`src/rtl/dmt_pkg.sv`:
```
package dmt_pkg;

   // Field and register widths
   localparam int SpeedBits    = 24;
   localparam int CountBits    = 16;
   localparam int DebounceBits = 20;
   localparam int CutoffBits   = 24;
   localparam int CsrIndexBits = 4;
   localparam int CsrDataBits  = 32;

   // Speed averaging ring
   localparam int RingDepth   = 4;
   localparam int RingIdxBits = $clog2(RingDepth);
   localparam int RingSumBits = SpeedBits + RingIdxBits;

   // Speed scale factors: one minute in microseconds over four tacho level changes per turn, and twice that
   localparam int MulConstBits = 25;
   localparam logic [SpeedBits-1:0]    LowModeNumerator = 24'd15000000;
   localparam logic [MulConstBits-1:0] HighModeScale    = 25'd30000000;

   // Dividend covers the pulse count times the high-mode scale
   localparam int DvdBits = CountBits + MulConstBits;

   // Parameter defaults
   localparam int TimerBitsDefault  = 32;
   localparam int QueueDepthDefault = 4;

   // Register reset values
   localparam logic [DebounceBits-1:0] DebounceReset = 20'd100;
   localparam logic [CutoffBits-1:0]   CutoffReset   = 24'd3000;
   localparam logic [31:0]             StaleReset    = 32'd1000000;
   localparam logic [31:0]             PeriodReset   = 32'd100000;

   // Register indexes
   localparam logic [CsrIndexBits-1:0] CsrDebounce = 4'd0;
   localparam logic [CsrIndexBits-1:0] CsrCutoff   = 4'd1;
   localparam logic [CsrIndexBits-1:0] CsrStale    = 4'd2;
   localparam logic [CsrIndexBits-1:0] CsrPeriod   = 4'd3;

   // Classified tick handed from front to back
   typedef struct packed {
      logic rise;
      logic fall;
   } tick_type;

   // Configuration register set
   typedef struct packed {
      logic [DebounceBits-1:0] debounce_us;
      logic [CutoffBits-1:0]   mode_cutoff;
      logic [31:0]             stale_timeout_us;
      logic [31:0]             update_period_us;
   } cfg_type;

   // Divider status
   typedef struct packed {
      logic busy;
      logic done;
   } div_status_type;

endpackage

```
`src/rtl/dual_mode_tachometer_core.sv`:
```
// Dual-mode tachometer: one request per microsecond tick carries the sampled
// tacho level, and each request yields one response with the speed estimate and
// the active mode. Requests enter a QUEUE_DEPTH-entry queue behind an edge
// classifier and are processed in order. A tick that needs no division is
// answered from the step state once the output is free. A tick that ends a
// debounced pulse in pulse-width mode, or closes a counting window in
// pulse-count mode, goes through the shared radix-2 divider (one quotient bit
// per clock over 41 bits), and in pulse-count mode through the ring average as
// well; requests keep queuing meanwhile. There is no clearing pass after reset.
// Configuration registers: 0 debounce, 1 cutoff, 2 stale timeout, 3 window
// length; other indexes are ignored. csr_ready is always high.
module dual_mode_tachometer_core #(
   parameter int TIMER_BITS  = dmt_pkg::TimerBitsDefault,
   parameter int QUEUE_DEPTH = dmt_pkg::QueueDepthDefault
) (
   input  logic                              clock,
   input  logic                              reset,
   input  logic                              req_valid,
   output logic                              req_stall,
   input  logic                              req_tacho_level,
   output logic                              rsp_valid,
   input  logic                              rsp_stall,
   output logic [dmt_pkg::SpeedBits-1:0]     rsp_speed_value,
   output logic                              rsp_high_mode,
   input  logic                              csr_valid,
   output logic                              csr_ready,
   input  logic [dmt_pkg::CsrIndexBits-1:0]  csr_index,
   input  logic [dmt_pkg::CsrDataBits-1:0]   csr_wdata
);

   dmt_pkg::cfg_type  cfg_ff;
   dmt_pkg::cfg_type  cfg_in;
   logic              q_push;
   logic              q_pop;
   logic              q_full;
   logic              q_empty;
   dmt_pkg::tick_type push_tick;
   dmt_pkg::tick_type pop_tick;

   assign csr_ready = 1'b1;

   // Decode register writes
   always_comb begin
      cfg_in = cfg_ff;
      if (csr_valid && csr_ready) begin
         case (csr_index)
            dmt_pkg::CsrDebounce: begin
               cfg_in.debounce_us = csr_wdata[dmt_pkg::DebounceBits-1:0];
            end
            dmt_pkg::CsrCutoff: begin
               cfg_in.mode_cutoff = csr_wdata[dmt_pkg::CutoffBits-1:0];
            end
            dmt_pkg::CsrStale: begin
               cfg_in.stale_timeout_us = csr_wdata[31:0];
            end
            dmt_pkg::CsrPeriod: begin
               cfg_in.update_period_us = csr_wdata[31:0];
            end
            default: begin
               cfg_in = cfg_ff;
            end
         endcase
      end
   end

   always_ff @(posedge clock) begin
      if (reset) begin
         cfg_ff.debounce_us      <= dmt_pkg::DebounceReset;
         cfg_ff.mode_cutoff      <= dmt_pkg::CutoffReset;
         cfg_ff.stale_timeout_us <= dmt_pkg::StaleReset;
         cfg_ff.update_period_us <= dmt_pkg::PeriodReset;
      end else begin
         cfg_ff <= cfg_in;
      end
   end

   // Classify edges on accepted requests
   dmt_front u_front (
      .clock           (clock),
      .reset           (reset),
      .req_valid       (req_valid),
      .req_stall       (req_stall),
      .req_tacho_level (req_tacho_level),
      .queue_full      (q_full),
      .push            (q_push),
      .push_tick       (push_tick)
   );

   // Decouple classification from execution
   dmt_fifo #(
      .DEPTH (QUEUE_DEPTH)
   ) u_fifo (
      .clock     (clock),
      .reset     (reset),
      .push      (q_push),
      .push_tick (push_tick),
      .pop       (q_pop),
      .pop_tick  (pop_tick),
      .full      (q_full),
      .empty     (q_empty)
   );

   // Timers, division, ring average, mode and response
   dmt_back #(
      .TIMER_BITS (TIMER_BITS)
   ) u_back (
      .clock           (clock),
      .reset           (reset),
      .cfg             (cfg_ff),
      .q_empty         (q_empty),
      .q_tick          (pop_tick),
      .q_pop           (q_pop),
      .rsp_valid       (rsp_valid),
      .rsp_stall       (rsp_stall),
      .rsp_speed_value (rsp_speed_value),
      .rsp_high_mode   (rsp_high_mode)
   );

   // Pulse-count mode is only entered with a speed above the cutoff, so never zero
   a_high_mode_nonzero: assert property (@(posedge clock) disable iff (reset)
      (rsp_valid && rsp_high_mode) |-> (rsp_speed_value != '0))
      else $error("high mode response with zero speed");

   // Reset leaves an empty queue and no pending response
   a_reset_clean: assert property (@(posedge clock)
      ($past(reset) && !reset) |-> (!rsp_valid && !req_stall))
      else $error("response or stall present right after reset");

endmodule

```
`src/rtl/dmt_front.sv`:
```
module dmt_front (
   input  logic              clock,
   input  logic              reset,
   input  logic              req_valid,
   output logic              req_stall,
   input  logic              req_tacho_level,
   input  logic              queue_full,
   output logic              push,
   output dmt_pkg::tick_type push_tick
);

   logic prev_level_ff;
   logic prev_level_in;
   logic accept;

   // Stall while the queue has no room
   assign req_stall = queue_full;
   assign accept    = req_valid && !queue_full;
   assign push      = accept;

   // Classify the sampled level against the previous one
   assign push_tick.rise = req_tacho_level && !prev_level_ff;
   assign push_tick.fall = !req_tacho_level && prev_level_ff;

   // Hold the level of the last accepted request
   assign prev_level_in = accept ? req_tacho_level : prev_level_ff;

   always_ff @(posedge clock) begin
      if (reset) begin
         prev_level_ff <= 1'b0;
      end else begin
         prev_level_ff <= prev_level_in;
      end
   end

endmodule

```
`src/rtl/dmt_fifo.sv`:
```
module dmt_fifo #(
   parameter int DEPTH = dmt_pkg::QueueDepthDefault
) (
   input  logic              clock,
   input  logic              reset,
   input  logic              push,
   input  dmt_pkg::tick_type push_tick,
   input  logic              pop,
   output dmt_pkg::tick_type pop_tick,
   output logic              full,
   output logic              empty
);

   localparam int PtrBits   = $clog2(DEPTH);
   localparam int CountBits = $clog2(DEPTH + 1);
   localparam logic [PtrBits-1:0]   LastPtr = PtrBits'(DEPTH - 1);
   localparam logic [CountBits-1:0] FullCnt = CountBits'(DEPTH);

   dmt_pkg::tick_type     entry_ff [DEPTH];
   logic [PtrBits-1:0]    wr_ptr_ff;
   logic [PtrBits-1:0]    wr_ptr_in;
   logic [PtrBits-1:0]    rd_ptr_ff;
   logic [PtrBits-1:0]    rd_ptr_in;
   logic [CountBits-1:0]  count_ff;
   logic [CountBits-1:0]  count_in;
   logic                  do_push;
   logic                  do_pop;

   assign full     = (count_ff == FullCnt);
   assign empty    = (count_ff == '0);
   assign do_push  = push && !full;
   assign do_pop   = pop && !empty;
   assign pop_tick = entry_ff[rd_ptr_ff];

   // Advance pointers with wrap, track occupancy
   always_comb begin
      wr_ptr_in = wr_ptr_ff;
      rd_ptr_in = rd_ptr_ff;
      count_in  = count_ff;
      if (do_push) begin
         wr_ptr_in = (wr_ptr_ff == LastPtr) ? '0 : wr_ptr_ff + 1'b1;
      end
      if (do_pop) begin
         rd_ptr_in = (rd_ptr_ff == LastPtr) ? '0 : rd_ptr_ff + 1'b1;
      end
      if (do_push && !do_pop) begin
         count_in = count_ff + 1'b1;
      end else if (!do_push && do_pop) begin
         count_in = count_ff - 1'b1;
      end
   end

   always_ff @(posedge clock) begin
      if (reset) begin
         wr_ptr_ff <= '0;
         rd_ptr_ff <= '0;
         count_ff  <= '0;
      end else begin
         wr_ptr_ff <= wr_ptr_in;
         rd_ptr_ff <= rd_ptr_in;
         count_ff  <= count_in;
      end
   end

   // Store the pushed tick
   always_ff @(posedge clock) begin
      if (do_push) begin
         entry_ff[wr_ptr_ff] <= push_tick;
      end
   end

endmodule

```
`src/rtl/dmt_div.sv`:
```
module dmt_div #(
   parameter int DVD_BITS = dmt_pkg::DvdBits,
   parameter int DVS_BITS = dmt_pkg::TimerBitsDefault
) (
   input  logic                        clock,
   input  logic                        reset,
   input  logic                        start,
   input  logic [DVD_BITS-1:0]         dividend,
   input  logic [DVS_BITS-1:0]         divisor,
   output dmt_pkg::div_status_type     status,
   output logic [DVD_BITS-1:0]         quotient
);

   localparam int StepBits = $clog2(DVD_BITS);
   localparam logic [StepBits-1:0] LastStep = StepBits'(DVD_BITS - 1);

   logic                busy_ff;
   logic                busy_in;
   logic                done_ff;
   logic                done_in;
   logic [StepBits-1:0] step_ff;
   logic [StepBits-1:0] step_in;
   logic [DVS_BITS-1:0] rem_ff;
   logic [DVS_BITS-1:0] rem_in;
   logic [DVD_BITS-1:0] quo_ff;
   logic [DVD_BITS-1:0] quo_in;
   logic [DVS_BITS-1:0] dvs_ff;
   logic [DVS_BITS-1:0] dvs_in;
   logic [DVS_BITS:0]   trial;
   logic [DVS_BITS:0]   diff;
   logic                fits;

   assign status.busy = busy_ff;
   assign status.done = done_ff;
   assign quotient    = quo_ff;

   // One restoring step: shift in the next dividend bit, subtract if it fits
   assign trial = {rem_ff, quo_ff[DVD_BITS-1]};
   assign diff  = trial - {1'b0, dvs_ff};
   assign fits  = (trial >= {1'b0, dvs_ff});

   always_comb begin
      busy_in = busy_ff;
      done_in = 1'b0;
      step_in = step_ff;
      rem_in  = rem_ff;
      quo_in  = quo_ff;
      dvs_in  = dvs_ff;
      if (start) begin
         busy_in = 1'b1;
         step_in = '0;
         rem_in  = '0;
         quo_in  = dividend;
         dvs_in  = divisor;
      end else if (busy_ff) begin
         rem_in  = fits ? diff[DVS_BITS-1:0] : trial[DVS_BITS-1:0];
         quo_in  = {quo_ff[DVD_BITS-2:0], fits};
         step_in = step_ff + 1'b1;
         if (step_ff == LastStep) begin
            busy_in = 1'b0;
            done_in = 1'b1;
         end
      end
   end

   always_ff @(posedge clock) begin
      if (reset) begin
         busy_ff <= 1'b0;
         done_ff <= 1'b0;
         step_ff <= '0;
      end else begin
         busy_ff <= busy_in;
         done_ff <= done_in;
         step_ff <= step_in;
      end
   end

   always_ff @(posedge clock) begin
      rem_ff <= rem_in;
      quo_ff <= quo_in;
      dvs_ff <= dvs_in;
   end

endmodule

```
`src/rtl/dmt_back.sv`:
```
module dmt_back #(
   parameter int TIMER_BITS = dmt_pkg::TimerBitsDefault
) (
   input  logic                            clock,
   input  logic                            reset,
   input  dmt_pkg::cfg_type                cfg,
   input  logic                            q_empty,
   input  dmt_pkg::tick_type               q_tick,
   output logic                            q_pop,
   output logic                            rsp_valid,
   input  logic                            rsp_stall,
   output logic [dmt_pkg::SpeedBits-1:0]   rsp_speed_value,
   output logic                            rsp_high_mode
);

   localparam int SpeedBits = dmt_pkg::SpeedBits;
   localparam int CountBits = dmt_pkg::CountBits;
   localparam int DvdBits   = dmt_pkg::DvdBits;
   localparam logic [31:0] TimerMax32 = 32'((64'd1 << TIMER_BITS) - 64'd1);

   typedef enum logic [4:0] {
      ST_STEP = 5'b00001,
      ST_LOAD = 5'b00010,
      ST_DIV  = 5'b00100,
      ST_SUM  = 5'b01000,
      ST_EMIT = 5'b10000
   } back_state_type;

   function automatic logic [TIMER_BITS-1:0] sat_inc(input logic [TIMER_BITS-1:0] t);
      return (&t) ? t : t + 1'b1;
   endfunction

   back_state_type                  state_ff;
   back_state_type                  state_in;
   logic                            mode_ff;
   logic                            mode_in;
   logic [TIMER_BITS-1:0]           width_ff;
   logic [TIMER_BITS-1:0]           width_in;
   logic [TIMER_BITS-1:0]           stale_ff;
   logic [TIMER_BITS-1:0]           stale_in;
   logic [TIMER_BITS-1:0]           window_ff;
   logic [TIMER_BITS-1:0]           window_in;
   logic [CountBits-1:0]            count_ff;
   logic [CountBits-1:0]            count_in;
   logic [SpeedBits-1:0]            ring_ff [dmt_pkg::RingDepth];
   logic [SpeedBits-1:0]            ring_in [dmt_pkg::RingDepth];
   logic [dmt_pkg::RingIdxBits-1:0] ridx_ff;
   logic [dmt_pkg::RingIdxBits-1:0] ridx_in;
   logic [SpeedBits-1:0]            speed_ff;
   logic [SpeedBits-1:0]            speed_in;
   logic [CountBits-1:0]            cnt_lat_ff;
   logic [CountBits-1:0]            cnt_lat_in;
   logic [TIMER_BITS-1:0]           dvs_ff;
   logic [TIMER_BITS-1:0]           dvs_in;
   logic                            rsp_valid_ff;
   logic                            rsp_valid_in;
   logic [SpeedBits-1:0]            rsp_speed_ff;
   logic [SpeedBits-1:0]            rsp_speed_in;
   logic                            rsp_mode_ff;
   logic                            rsp_mode_in;

   logic [TIMER_BITS-1:0]           w_inc;
   logic [TIMER_BITS-1:0]           s_inc;
   logic [TIMER_BITS-1:0]           win_inc;
   logic [TIMER_BITS-1:0]           period;
   logic                            width_ok;
   logic [TIMER_BITS-1:0]           t_w;
   logic [TIMER_BITS-1:0]           t_s;
   logic [TIMER_BITS-1:0]           t_win;
   logic [CountBits-1:0]            t_cnt;
   logic                            t_low_div;
   logic                            t_high_div;

   logic                            step_src;
   logic                            e_mode;
   logic [TIMER_BITS-1:0]           e_s;
   logic [TIMER_BITS-1:0]           e_win;
   logic [CountBits-1:0]            e_cnt;
   logic [SpeedBits-1:0]            e_out;

   logic                            out_free;
   logic                            commit;
   logic                            div_start;
   logic [DvdBits-1:0]              div_dividend;
   logic [DvdBits-1:0]              div_quo;
   dmt_pkg::div_status_type         div_stat;
   logic [SpeedBits-1:0]            q_sat;
   logic [dmt_pkg::RingSumBits-1:0] ring_sum;

   assign rsp_valid       = rsp_valid_ff;
   assign rsp_speed_value = rsp_speed_ff;
   assign rsp_high_mode   = rsp_mode_ff;
   assign out_free        = !rsp_valid_ff || !rsp_stall;

   // Clamp the window length into 1 .. timer maximum
   always_comb begin
      if (cfg.update_period_us == '0) begin
         period = TIMER_BITS'(1);
      end else if (cfg.update_period_us > TimerMax32) begin
         period = '1;
      end else begin
         period = cfg.update_period_us[TIMER_BITS-1:0];
      end
   end

   // Apply one tick to the timers and the pulse counter
   always_comb begin
      w_inc      = sat_inc(width_ff);
      s_inc      = sat_inc(stale_ff);
      win_inc    = sat_inc(window_ff);
      width_ok   = (32'(w_inc) > 32'(cfg.debounce_us));
      t_w        = w_inc;
      t_s        = s_inc;
      t_win      = window_ff;
      t_cnt      = count_ff;
      t_low_div  = 1'b0;
      t_high_div = 1'b0;
      if (!mode_ff) begin
         if (q_tick.rise) begin
            t_w = '0;
         end
         if (q_tick.fall && width_ok) begin
            t_low_div = 1'b1;
            t_s       = '0;
         end
      end else begin
         if (q_tick.fall) begin
            if (width_ok && (count_ff != '1)) begin
               t_cnt = count_ff + 1'b1;
            end
            t_w = '0;
         end
         t_win = win_inc;
         if (win_inc >= period) begin
            t_high_div = 1'b1;
            t_win      = '0;
         end
      end
   end

   // Re-evaluate the mode against the cutoff and form the reported speed
   always_comb begin
      step_src = (state_ff == ST_STEP);
      e_s      = step_src ? t_s : stale_ff;
      e_win    = step_src ? t_win : window_ff;
      e_cnt    = step_src ? t_cnt : count_ff;
      if (speed_ff > cfg.mode_cutoff) begin
         e_mode = 1'b1;
         if (!mode_ff) begin
            e_win = '0;
            e_cnt = '0;
         end
         e_out = speed_ff;
      end else begin
         e_mode = 1'b0;
         if (mode_ff) begin
            e_s = '0;
         end
         e_out = (32'(e_s) > cfg.stale_timeout_us) ? '0 : speed_ff;
      end
   end

   // Saturate the divider result and average the ring
   always_comb begin
      q_sat    = (|div_quo[DvdBits-1:SpeedBits]) ? '1 : div_quo[SpeedBits-1:0];
      ring_sum = '0;
      for (int i = 0; i < dmt_pkg::RingDepth; i++) begin
         ring_sum = ring_sum + dmt_pkg::RingSumBits'(ring_ff[i]);
      end
   end

   // Scale the latched pulse count, or pick the pulse-width numerator
   assign div_dividend = mode_ff ? DvdBits'(cnt_lat_ff) * DvdBits'(dmt_pkg::HighModeScale)
                                 : DvdBits'(dmt_pkg::LowModeNumerator);

   // Sequence each request through step and, if it needs division, load, divide, average (pulse-count mode) and emit
   always_comb begin
      state_in   = state_ff;
      mode_in    = mode_ff;
      width_in   = width_ff;
      stale_in   = stale_ff;
      window_in  = window_ff;
      count_in   = count_ff;
      ring_in    = ring_ff;
      ridx_in    = ridx_ff;
      speed_in   = speed_ff;
      cnt_lat_in = cnt_lat_ff;
      dvs_in     = dvs_ff;
      q_pop      = 1'b0;
      commit     = 1'b0;
      div_start  = 1'b0;
      case (state_ff)
         ST_STEP: begin
            if (!q_empty) begin
               if (t_low_div || t_high_div) begin
                  q_pop      = 1'b1;
                  width_in   = t_w;
                  stale_in   = t_s;
                  window_in  = t_win;
                  count_in   = t_high_div ? '0 : t_cnt;
                  cnt_lat_in = t_cnt;
                  dvs_in     = t_high_div ? period : w_inc;
                  state_in   = ST_LOAD;
               end else if (out_free) begin
                  q_pop     = 1'b1;
                  commit    = 1'b1;
                  width_in  = t_w;
                  stale_in  = e_s;
                  window_in = e_win;
                  count_in  = e_cnt;
                  mode_in   = e_mode;
               end
            end
         end
         ST_LOAD: begin
            div_start = 1'b1;
            state_in  = ST_DIV;
         end
         ST_DIV: begin
            if (div_stat.done) begin
               if (mode_ff) begin
                  ring_in[ridx_ff] = q_sat;
                  ridx_in          = ridx_ff + 1'b1;
                  state_in         = ST_SUM;
               end else begin
                  speed_in = q_sat;
                  state_in = ST_EMIT;
               end
            end
         end
         ST_SUM: begin
            speed_in = SpeedBits'(ring_sum >> dmt_pkg::RingIdxBits);
            state_in = ST_EMIT;
         end
         ST_EMIT: begin
            if (out_free) begin
               commit    = 1'b1;
               stale_in  = e_s;
               window_in = e_win;
               count_in  = e_cnt;
               mode_in   = e_mode;
               state_in  = ST_STEP;
            end
         end
         default: begin
            state_in = ST_STEP;
         end
      endcase
   end

   // Output register: load on commit, drop once taken
   always_comb begin
      rsp_valid_in = commit || (rsp_valid_ff && rsp_stall);
      rsp_speed_in = commit ? e_out : rsp_speed_ff;
      rsp_mode_in  = commit ? e_mode : rsp_mode_ff;
   end

   always_ff @(posedge clock) begin
      if (reset) begin
         state_ff     <= ST_STEP;
         mode_ff      <= 1'b0;
         width_ff     <= '0;
         stale_ff     <= '0;
         window_ff    <= '0;
         count_ff     <= '0;
         ridx_ff      <= '0;
         speed_ff     <= '0;
         rsp_valid_ff <= 1'b0;
         for (int i = 0; i < dmt_pkg::RingDepth; i++) begin
            ring_ff[i] <= '0;
         end
      end else begin
         state_ff     <= state_in;
         mode_ff      <= mode_in;
         width_ff     <= width_in;
         stale_ff     <= stale_in;
         window_ff    <= window_in;
         count_ff     <= count_in;
         ridx_ff      <= ridx_in;
         speed_ff     <= speed_in;
         rsp_valid_ff <= rsp_valid_in;
         ring_ff      <= ring_in;
      end
   end

   always_ff @(posedge clock) begin
      cnt_lat_ff   <= cnt_lat_in;
      dvs_ff       <= dvs_in;
      rsp_speed_ff <= rsp_speed_in;
      rsp_mode_ff  <= rsp_mode_in;
   end

   dmt_div #(
      .DVD_BITS (DvdBits),
      .DVS_BITS (TIMER_BITS)
   ) u_div (
      .clock    (clock),
      .reset    (reset),
      .start    (div_start),
      .dividend (div_dividend),
      .divisor  (dvs_ff),
      .status   (div_stat),
      .quotient (div_quo)
   );

endmodule

```
`config.mk`:
```
export PLATFORM = sky130hd
export DESIGN_NAME = dual_mode_tachometer_core
export DESIGN_NICKNAME = d
export VERILOG_FILES = /design/src/rtl/dmt_pkg.sv /design/src/rtl/dual_mode_tachometer_core.sv /design/src/rtl/dmt_front.sv /design/src/rtl/dmt_fifo.sv /design/src/rtl/dmt_div.sv /design/src/rtl/dmt_back.sv
export SDC_FILE = /design/constraint.sdc
export NUM_CORES = 2
export LEC_CHECK = 0
export BUFFER_PORTS_ARGS = -buffer_cell sky130_fd_sc_hd__buf_2
export CAP_MARGIN = 0
export CORE_MARGIN = 2
export CORE_UTILIZATION = 58
export CTS_CLUSTER_DIAMETER = 30
export CTS_CLUSTER_SIZE = 14
export DETAILED_ROUTE_END_ITERATION = 16
export GPL_TIMING_DRIVEN = 0
export PLACE_DENSITY = 0.77
export SYNTH_ARGS = -nofsm -noshare
export SYNTH_HDL_FRONTEND = slang
export SYNTH_SLANG_ARGS = --single-unit
```
`constraint.sdc`:
```
create_clock -name clock -period 6.36 [get_ports clock]
set_input_delay 0.636 -clock clock [delete_from_list [all_inputs] [get_ports clock]]
set_output_delay 0.636 -clock clock [all_outputs]
set_load 0.02 [all_outputs]
```
## Word level (Yosys, flattened, before mapping)

Memory sizes are Yosys's and may differ from the RTL's. A register that Yosys moved wholly into a read port is not among the register bits.
Index checks and enable logic that the tools add are counted.

| storage, ports and cells | value |
|---|---|
| input port bits | 42 |
| memories | 1 |
| flip-flop bits (word level) | 543 |
| word-level logic and storage cells | 213 |
| bits in writable memories | 8 |

Memories:

| name | depth | bits a word | read ports | clocked after memory_dff | wr ports | RTL line | text |
|---|---|---|---|---|---|---|---|
| u_fifo.entry_ff | 4 | 2 | 1 | 1 | 1 | dmt_fifo.sv:19 | `dmt_pkg::tick_type entry_ff [DEPTH];` |

| cells by class | value |
|---|---|
| add/subtract/negate cells | 14 |
| reductions and logical operators | 47 |
| bitwise operators | 3 |
| eq/ne operators | 19 |
| multiply operators | 1 |
| order comparisons | 8 |
| mux-type cells | 89 |

Operators with widths:

| cell | count |
|---|---|
| 32-bit two-way mux | 29 |
| 16-bit two-way mux | 10 |
| 24-bit two-way mux | 6 |
| 32-bit one-hot mux with 2 select lines | 2 |
| 41-bit two-way mux | 3 |
| 32-bit by 1-bit adder with 32-bit output (second input constant) | 3 |
| 96-bit bitwise mux | 1 |
| 32-bit AND reduction | 3 |
| 26-bit by 24-bit adder with 26-bit output | 2 |
| 24-bit demux with 2-bit select | 1 |
| 24-bit one-hot mux with 2 select lines | 1 |
| 16-bit by 18-bit multiplier with 34-bit output (second input constant) | 1 |
| 33-bit by 32-bit greater-or-equal comparator with 1-bit output | 1 |
| 32-bit greater-or-equal comparator | 1 |
| 32-bit by 20-bit greater-than comparator with 1-bit output | 1 |
| 32-bit greater-than comparator | 1 |
| 32-bit greater-than comparator (second input constant) | 1 |
| 32-bit logical NOT | 1 |
| 16-bit one-hot mux with 2 select lines | 1 |
| 32-bit subtractor | 1 |
| 24-bit by 24-bit adder with 25-bit output | 1 |
| 5-bit two-way mux | 5 |
| 5-bit one-hot mux with 5 select lines | 1 |
| 24-bit greater-than comparator | 1 |
| other kinds (38) | 103 |

## Depth between registers and ports, before layout

| depth | value |
|---|---|
| depth after elaboration | 14 |
| mapped depth | 37 |
| depth with buffers taken out | 34 |

## Modules after synthesis

From an unflattened synthesis, not the netlist that was laid out.

| unflattened totals | value |
|---|---|
| cells, all modules | 4112 |
| area, all modules | 37268.2 um2 |

By module, submodules not included:

| module | cells an instance | times used | sequential area each (um2) | area each (um2) |
|---|---|---|---|---|
| dmt_back | 2999 | 1 | 7016.7 | 25688.4 |
| dmt_div | 633 | 1 | 2992.9 | 6358.6 |
| dual_mode_tachometer_core | 412 | 1 | 2162.1 | 4356.7 |
| dmt_fifo | 60 | 1 | 420.4 | 788.3 |
| dmt_front | 8 | 1 | 20.0 | 76.3 |

## Worst setup path before layout

Ideal clock, no wire load.

| path | value |
|---|---|
| kind | reg2reg |
| start | register u_back.width_ff[0] |
| end | register u_back.rsp_speed_ff[14], in the netlist u_back.rsp_speed_value[14], data pin |
| data arrival time | 6.751 ns |
| period minus slack after synthesis | 7.017 ns |
| setup time | 0.266 ns |
| required time | 6.094 ns |
| path buffers | 4 |
| slack | -0.657 ns |
| stages on the path, launching flop included | 37 |
| cells stage by stage | dfxtp_1 ha_1 and4_4 and4_4 buf_6 and3_1 nor2_1 nand2_1 nor3_1 and3_1 and3_1 xor2_1 ha_1 a21oi_1 o21ai_0 a211oi_1 nand4b_1 a2111oi_2 nand4_4 o21ai_2 buf_2 buf_1 nand3_1 a21oi_1 ha_1 a21o_1 a21o_1 a21o_1 a21oi_1 nor2b_1 o21ai_0 nand2b_1 a21oi_1 or3_1 a21oi_1 clkbuf_1 nor2b_1 |

| between the ends | value |
|---|---|
| longest elaborated chain between the ends | 12 |
| elaborated cells between the ends (all ways) | 13 |

Ends and longest elaborated chain:

| element | RTL line | text |
|---|---|---|
| start, declared | dmt_back.sv:37 | `logic [TIMER_BITS-1:0] width_ff;` |
| start signal, assigned | dmt_back.sv:275 | `width_ff <= width_in;` |
| 32-bit by 1-bit adder with 32-bit output or 32-bit AND reduction (tied branches) | dmt_back.sv:30 | `return (&t) ? t : t + 1'b1;` |
| 32-bit two-way mux * | dmt_back.sv:30 |  |
| 32-bit by 20-bit greater-than comparator with 1-bit output * | dmt_back.sv:111 | `width_ok = (32'(w_inc) > 32'(cfg.debounce_us));` |
| 1-bit logical AND * | dmt_back.sv:122 | `if (q_tick.fall && width_ok) begin` |
| 32-bit two-way mux * | dmt_back.sv:122 |  |
| 32-bit two-way mux * | dmt_back.sv:118 | `if (!mode_ff) begin` |
| 32-bit two-way mux * | dmt_back.sv:144 | `e_s = step_src ? t_s : stale_ff;` |
| 32-bit two-way mux * | dmt_back.sv:156 | `if (mode_ff) begin` |
| 32-bit two-way mux * | dmt_back.sv:147 | `if (speed_ff > cfg.mode_cutoff) begin` |
| 32-bit greater-than comparator * | dmt_back.sv:159 | `e_out = (32'(e_s) > cfg.stale_timeout_us) ? '0 : speed_ff;` |
| 24-bit two-way mux * | dmt_back.sv:159 |  |
| 24-bit two-way mux * | dmt_back.sv:147 |  |
| named net u_back.e_out[14] | dmt_back.sv:79 | `logic [SpeedBits-1:0] e_out;` |
| end signal, assigned | dmt_back.sv:289 | `rsp_speed_ff <= rsp_speed_in;` |
| end, declared | dmt_back.sv:57 | `logic [SpeedBits-1:0] rsp_speed_ff;` |

Mark *: on every way through the listed nets, which the timed path passes. The rest lies on a longest branch. The select of a mux whose other input is x is not followed.
A chain may end at the register's enable or synchronous reset.

## Final worst setup path

| path | value |
|---|---|
| start | register u_back.width_ff[0] |
| end | register u_back.rsp_speed_ff[22], in the netlist u_back.rsp_speed_value[22], data pin |

The elaborated chain is that of the path after synthesis.

==> results.ini <==
[die]
die_x_um = 257
core_um2 = 63100
num_rows = 92
die_h_um = 257
dieArea_um2 = 65900
initial_utilization_pct = 58.7
io_pins = 70

[global_routing]
grt_max_degree = 42
top_usage_layer = met2
use_met3_pct = 5.84
grt_pass1_wl_mm = 177
grt_use_total_pct = 34.1
antenna_found_initial = 2
overflow = 0
use_met2_pct = 53.6
grt_pass1_vias = 32000
use_met1_pct = 45.0

[pwr]
switching_share_pct = 32.4
combPwrFrac_pct = 21.1
clockPowerShare_pct = 48.9
totalPowerFinal_w = 0.0135
power.switching_w = 0.00437
p_per_area_nw_per_um2 = 307
ir_drop_v = 0.000366
leakagePower_nw = 18.0
intPower_w = 0.00911
p_seq_share_pct = 30.0

[clock_tree]
root_buffer = clkbuf_16
htreeDepth = 3
clkTransAtPathRegs_ps = 50
clkSinkCount = 553
clock_latency_ps = 720
cts.path.max_buffers = 3
cts_tree = built
cts_made_buffers = 120

[yosys]
synth_flop_cell = dfxtp_1
synth_fp_nets = 4827
synthMuxAreaShare_pct = 0.963
synthSimpleGateAreaFrac_pct = 18.3
synth.ff_latch_count = 553
synthAdderAreaFrac_pct = 17.6
ys_types = 103
syn_area_um2 = 37000
synth_xor_area_share_pct = 4.42
synth_compound_area_share_pct = 18.3
yosysWarnings = 0
synthArstFlopShare_pct = 0
synth_top_family_by_area = simple AND/OR/NAND/NOR gates
netlist_instances = 4330
synth_edf_count = 154
avgSynthCellArea_um2 = 8.55
seq_area_frac_synth_pct = 34.1

[critical_path]
cp_max_fo = 6
critical_path_required_ps = 6900
crit_slowest_cell = a2111oi_4
arrival_ps = 7530
critPathLaunchType = register
max_stage_delay_ps = 490
crit_path_end_kind = register
path_class = register to register

[detailed_routing]
drc_errors = 0
vias = 33900
routedWlPerCell_um = 20.9
firstDrtPassIters = 6
routed_wl_mm = 116
via_per_inst = 6.14
ant_nets = 0
dr.first_iter.drc_count = 3583

[timing]
hold_viol = 0
finalCritPeriodShare_pct = 110
maxSlewViolCount = 0
relSlewSlack_pct = 11.4
fin_ws_ps = -635
setup_viol = 24
max_freq_mhz = 143
finalCriticalPeriod_ps = 7000
finalSetupTns_ps = -14690
clock_skew_ps = 85.0
rsz0062_at_grt = true
tightest_slew_ps = 1330

[cells_and_area]
nets = 5074
fill_cells = 4890
layout_commonest_cell = nand2_1
area_delta_synth_final_pct = 18.7
drive_above_1_share_pct = 11.7
final_cell_mix = 437 x nand2_1, 396 x nor2_1, 384 x inv_1, 383 x a21oi_1, 381 x dfxtp_1

[flow_run]
max-cap-violations = 0

[outcome]
violations = setup timing
status = finished with violations

[placement]
dp_hpwl_mm = 83.8
numPortBuffers = 68
gp_congestion = 1.02

[worst_hold_path]
hp-class = input pin to register

[stage by stage]
stage	std cells	utilization, %	worst slack [ps]	hold WS, ps	instance area, um2
global placement	5244	61.0	-1730	403	38500
global route	5531	69.7	-736	209	43900
floorplan	4330	-	-107	400	37100
finish	5531	69.7	-635	209	43900
detailed placement	5247	61.1	-1700	405	38600
CTS	5509	69.0	-401	189	43600
[registers in the layout (all words and copies together) (netlist names), 24 cells and up, named ones only]
name	cells
u_back.dvs_ff	32
u_back.u_div.rem_ff	32
u_back.window_ff	32
u_back.u_div.quotient	41
u_back.u_div.dvs_ff	32
u_back.width_ff	32
u_back.speed_ff	24
u_back.ring_ff	96
u_back.stale_ff	32
cfg_ff	108
u_back.rsp_speed_value	24
[final timing paths]
kind | start | end | slack [ps] | cells after the start
worst min register to register | u_back.dvs_ff[23] | u_back.u_div.dvs_ff[23] | 410 | 0
worst max register to register | u_back.width_ff[0] | u_back.rsp_speed_value[22] | -640 | 33
worst min-delay path | req_tacho_level | u_front.prev_level_ff | 210 | 3
worst max-delay path | u_back.width_ff[0] | u_back.rsp_speed_value[22] | -640 | 33
[synth_stat cells, drive strengths merged (8+ instances only)]
master	number	area share, %
xor2	73	1.7
buf	40	0.58
nand3b	28	0.57
a211oi	143	2.9
mux2i	21	0.57
a31o	9	0.21
o21bai	17	0.34
o21a	25	0.51
or2	15	0.25
nor3b	9	0.18
a32oi	17	0.40
nor2b	53	0.90
nor2	405	4.1
and3	36	0.61
nand2	441	4.5
nand4	66	1.2
xnor2	114	2.7
a211o	18	0.43
o211ai	13	0.26
and2	37	0.63
a2111oi	9	0.23
dfxtp	399	22
o21ai	211	2.9
nor4	31	0.62
nand2b	27	0.46
a31oi	26	0.52
and4	17	0.43
a311oi	8	0.21
nand3	104	1.4
or3	39	0.66
mux2	11	0.33
nor3	102	1.4
clkbuf	175	1.8
edfxtp	154	12
fa	110	5.9
a21oi	398	5.4
inv	386	3.9
a22oi	9	0.18
a21o	59	1.2
a221oi	13	0.31
o31ai	31	0.63
ha	345	12
[layer usage]
metal / vias up / part of all wire, %
li1: 15800 / -
met1: 16000 / 41
met2: 1804 / 45
met3: 376 / 9.1
met4: 0 / 5.7
met5: - / 0
[critical path, delay by kind of cell (launching register included)]
family                     cells  cell delay [ps]
adders and majority gates      3              700
DFF                            1              350
xor gates and xnor gates       1              230
and+or+nand+nor               13             2340
buffers and inverters          3              520
AOI/OAI and AO/OA             13             2670
[layout make-up]
| class | instances | area [um2] | area share [%] |
|---|---|---|---|
| diodes | 1 | 2.50 | 0.00570 |
| plain buffers | 207 | 898 | 2.04 |
| clock buffers | 132 | 3140 | 7.15 |
| clock inverters | 97 | 1240 | 2.81 |
| inverters | 388 | 1460 | 3.33 |
| multi-input cells | 3174 | 22600 | 51.5 |
| flip-flops and latches | 553 | 12600 | 28.8 |
| well taps | 846 | 1060 | 2.41 |
| repair buffers | 133 | 886 | 2.02 |
[cell families after synthesis]
family	after synthesis
and+or+nand+nor	1426
buffers and inverters	603
other	1
muxes	33
xor gates and xnor gates	187
adders and majority gates	455
DFF	553
AOI/OAI and AO/OA	1072
[what timing repair did]
action,CTS,global route
buffers inserted,39,22
hold buffers,0,0
gates cloned,2,0
gates resized for setup,83,57
pin swaps,38,31
endpoints found under the setup margin,97,34
[power by group through the flow]
stage	registers, W	clock network (W)	logic, W
after floorplan	0.00414	0	0.00170
after global placement	0.00410	0	0.00250
after detailed placement	0.00410	0	0.00257
after CTS	0.00404	0.00659	0.00268
after global routing	0.00406	0.00678	0.00306
final	0.00404	0.00658	0.00285
(Power assumes the default switching activity.)
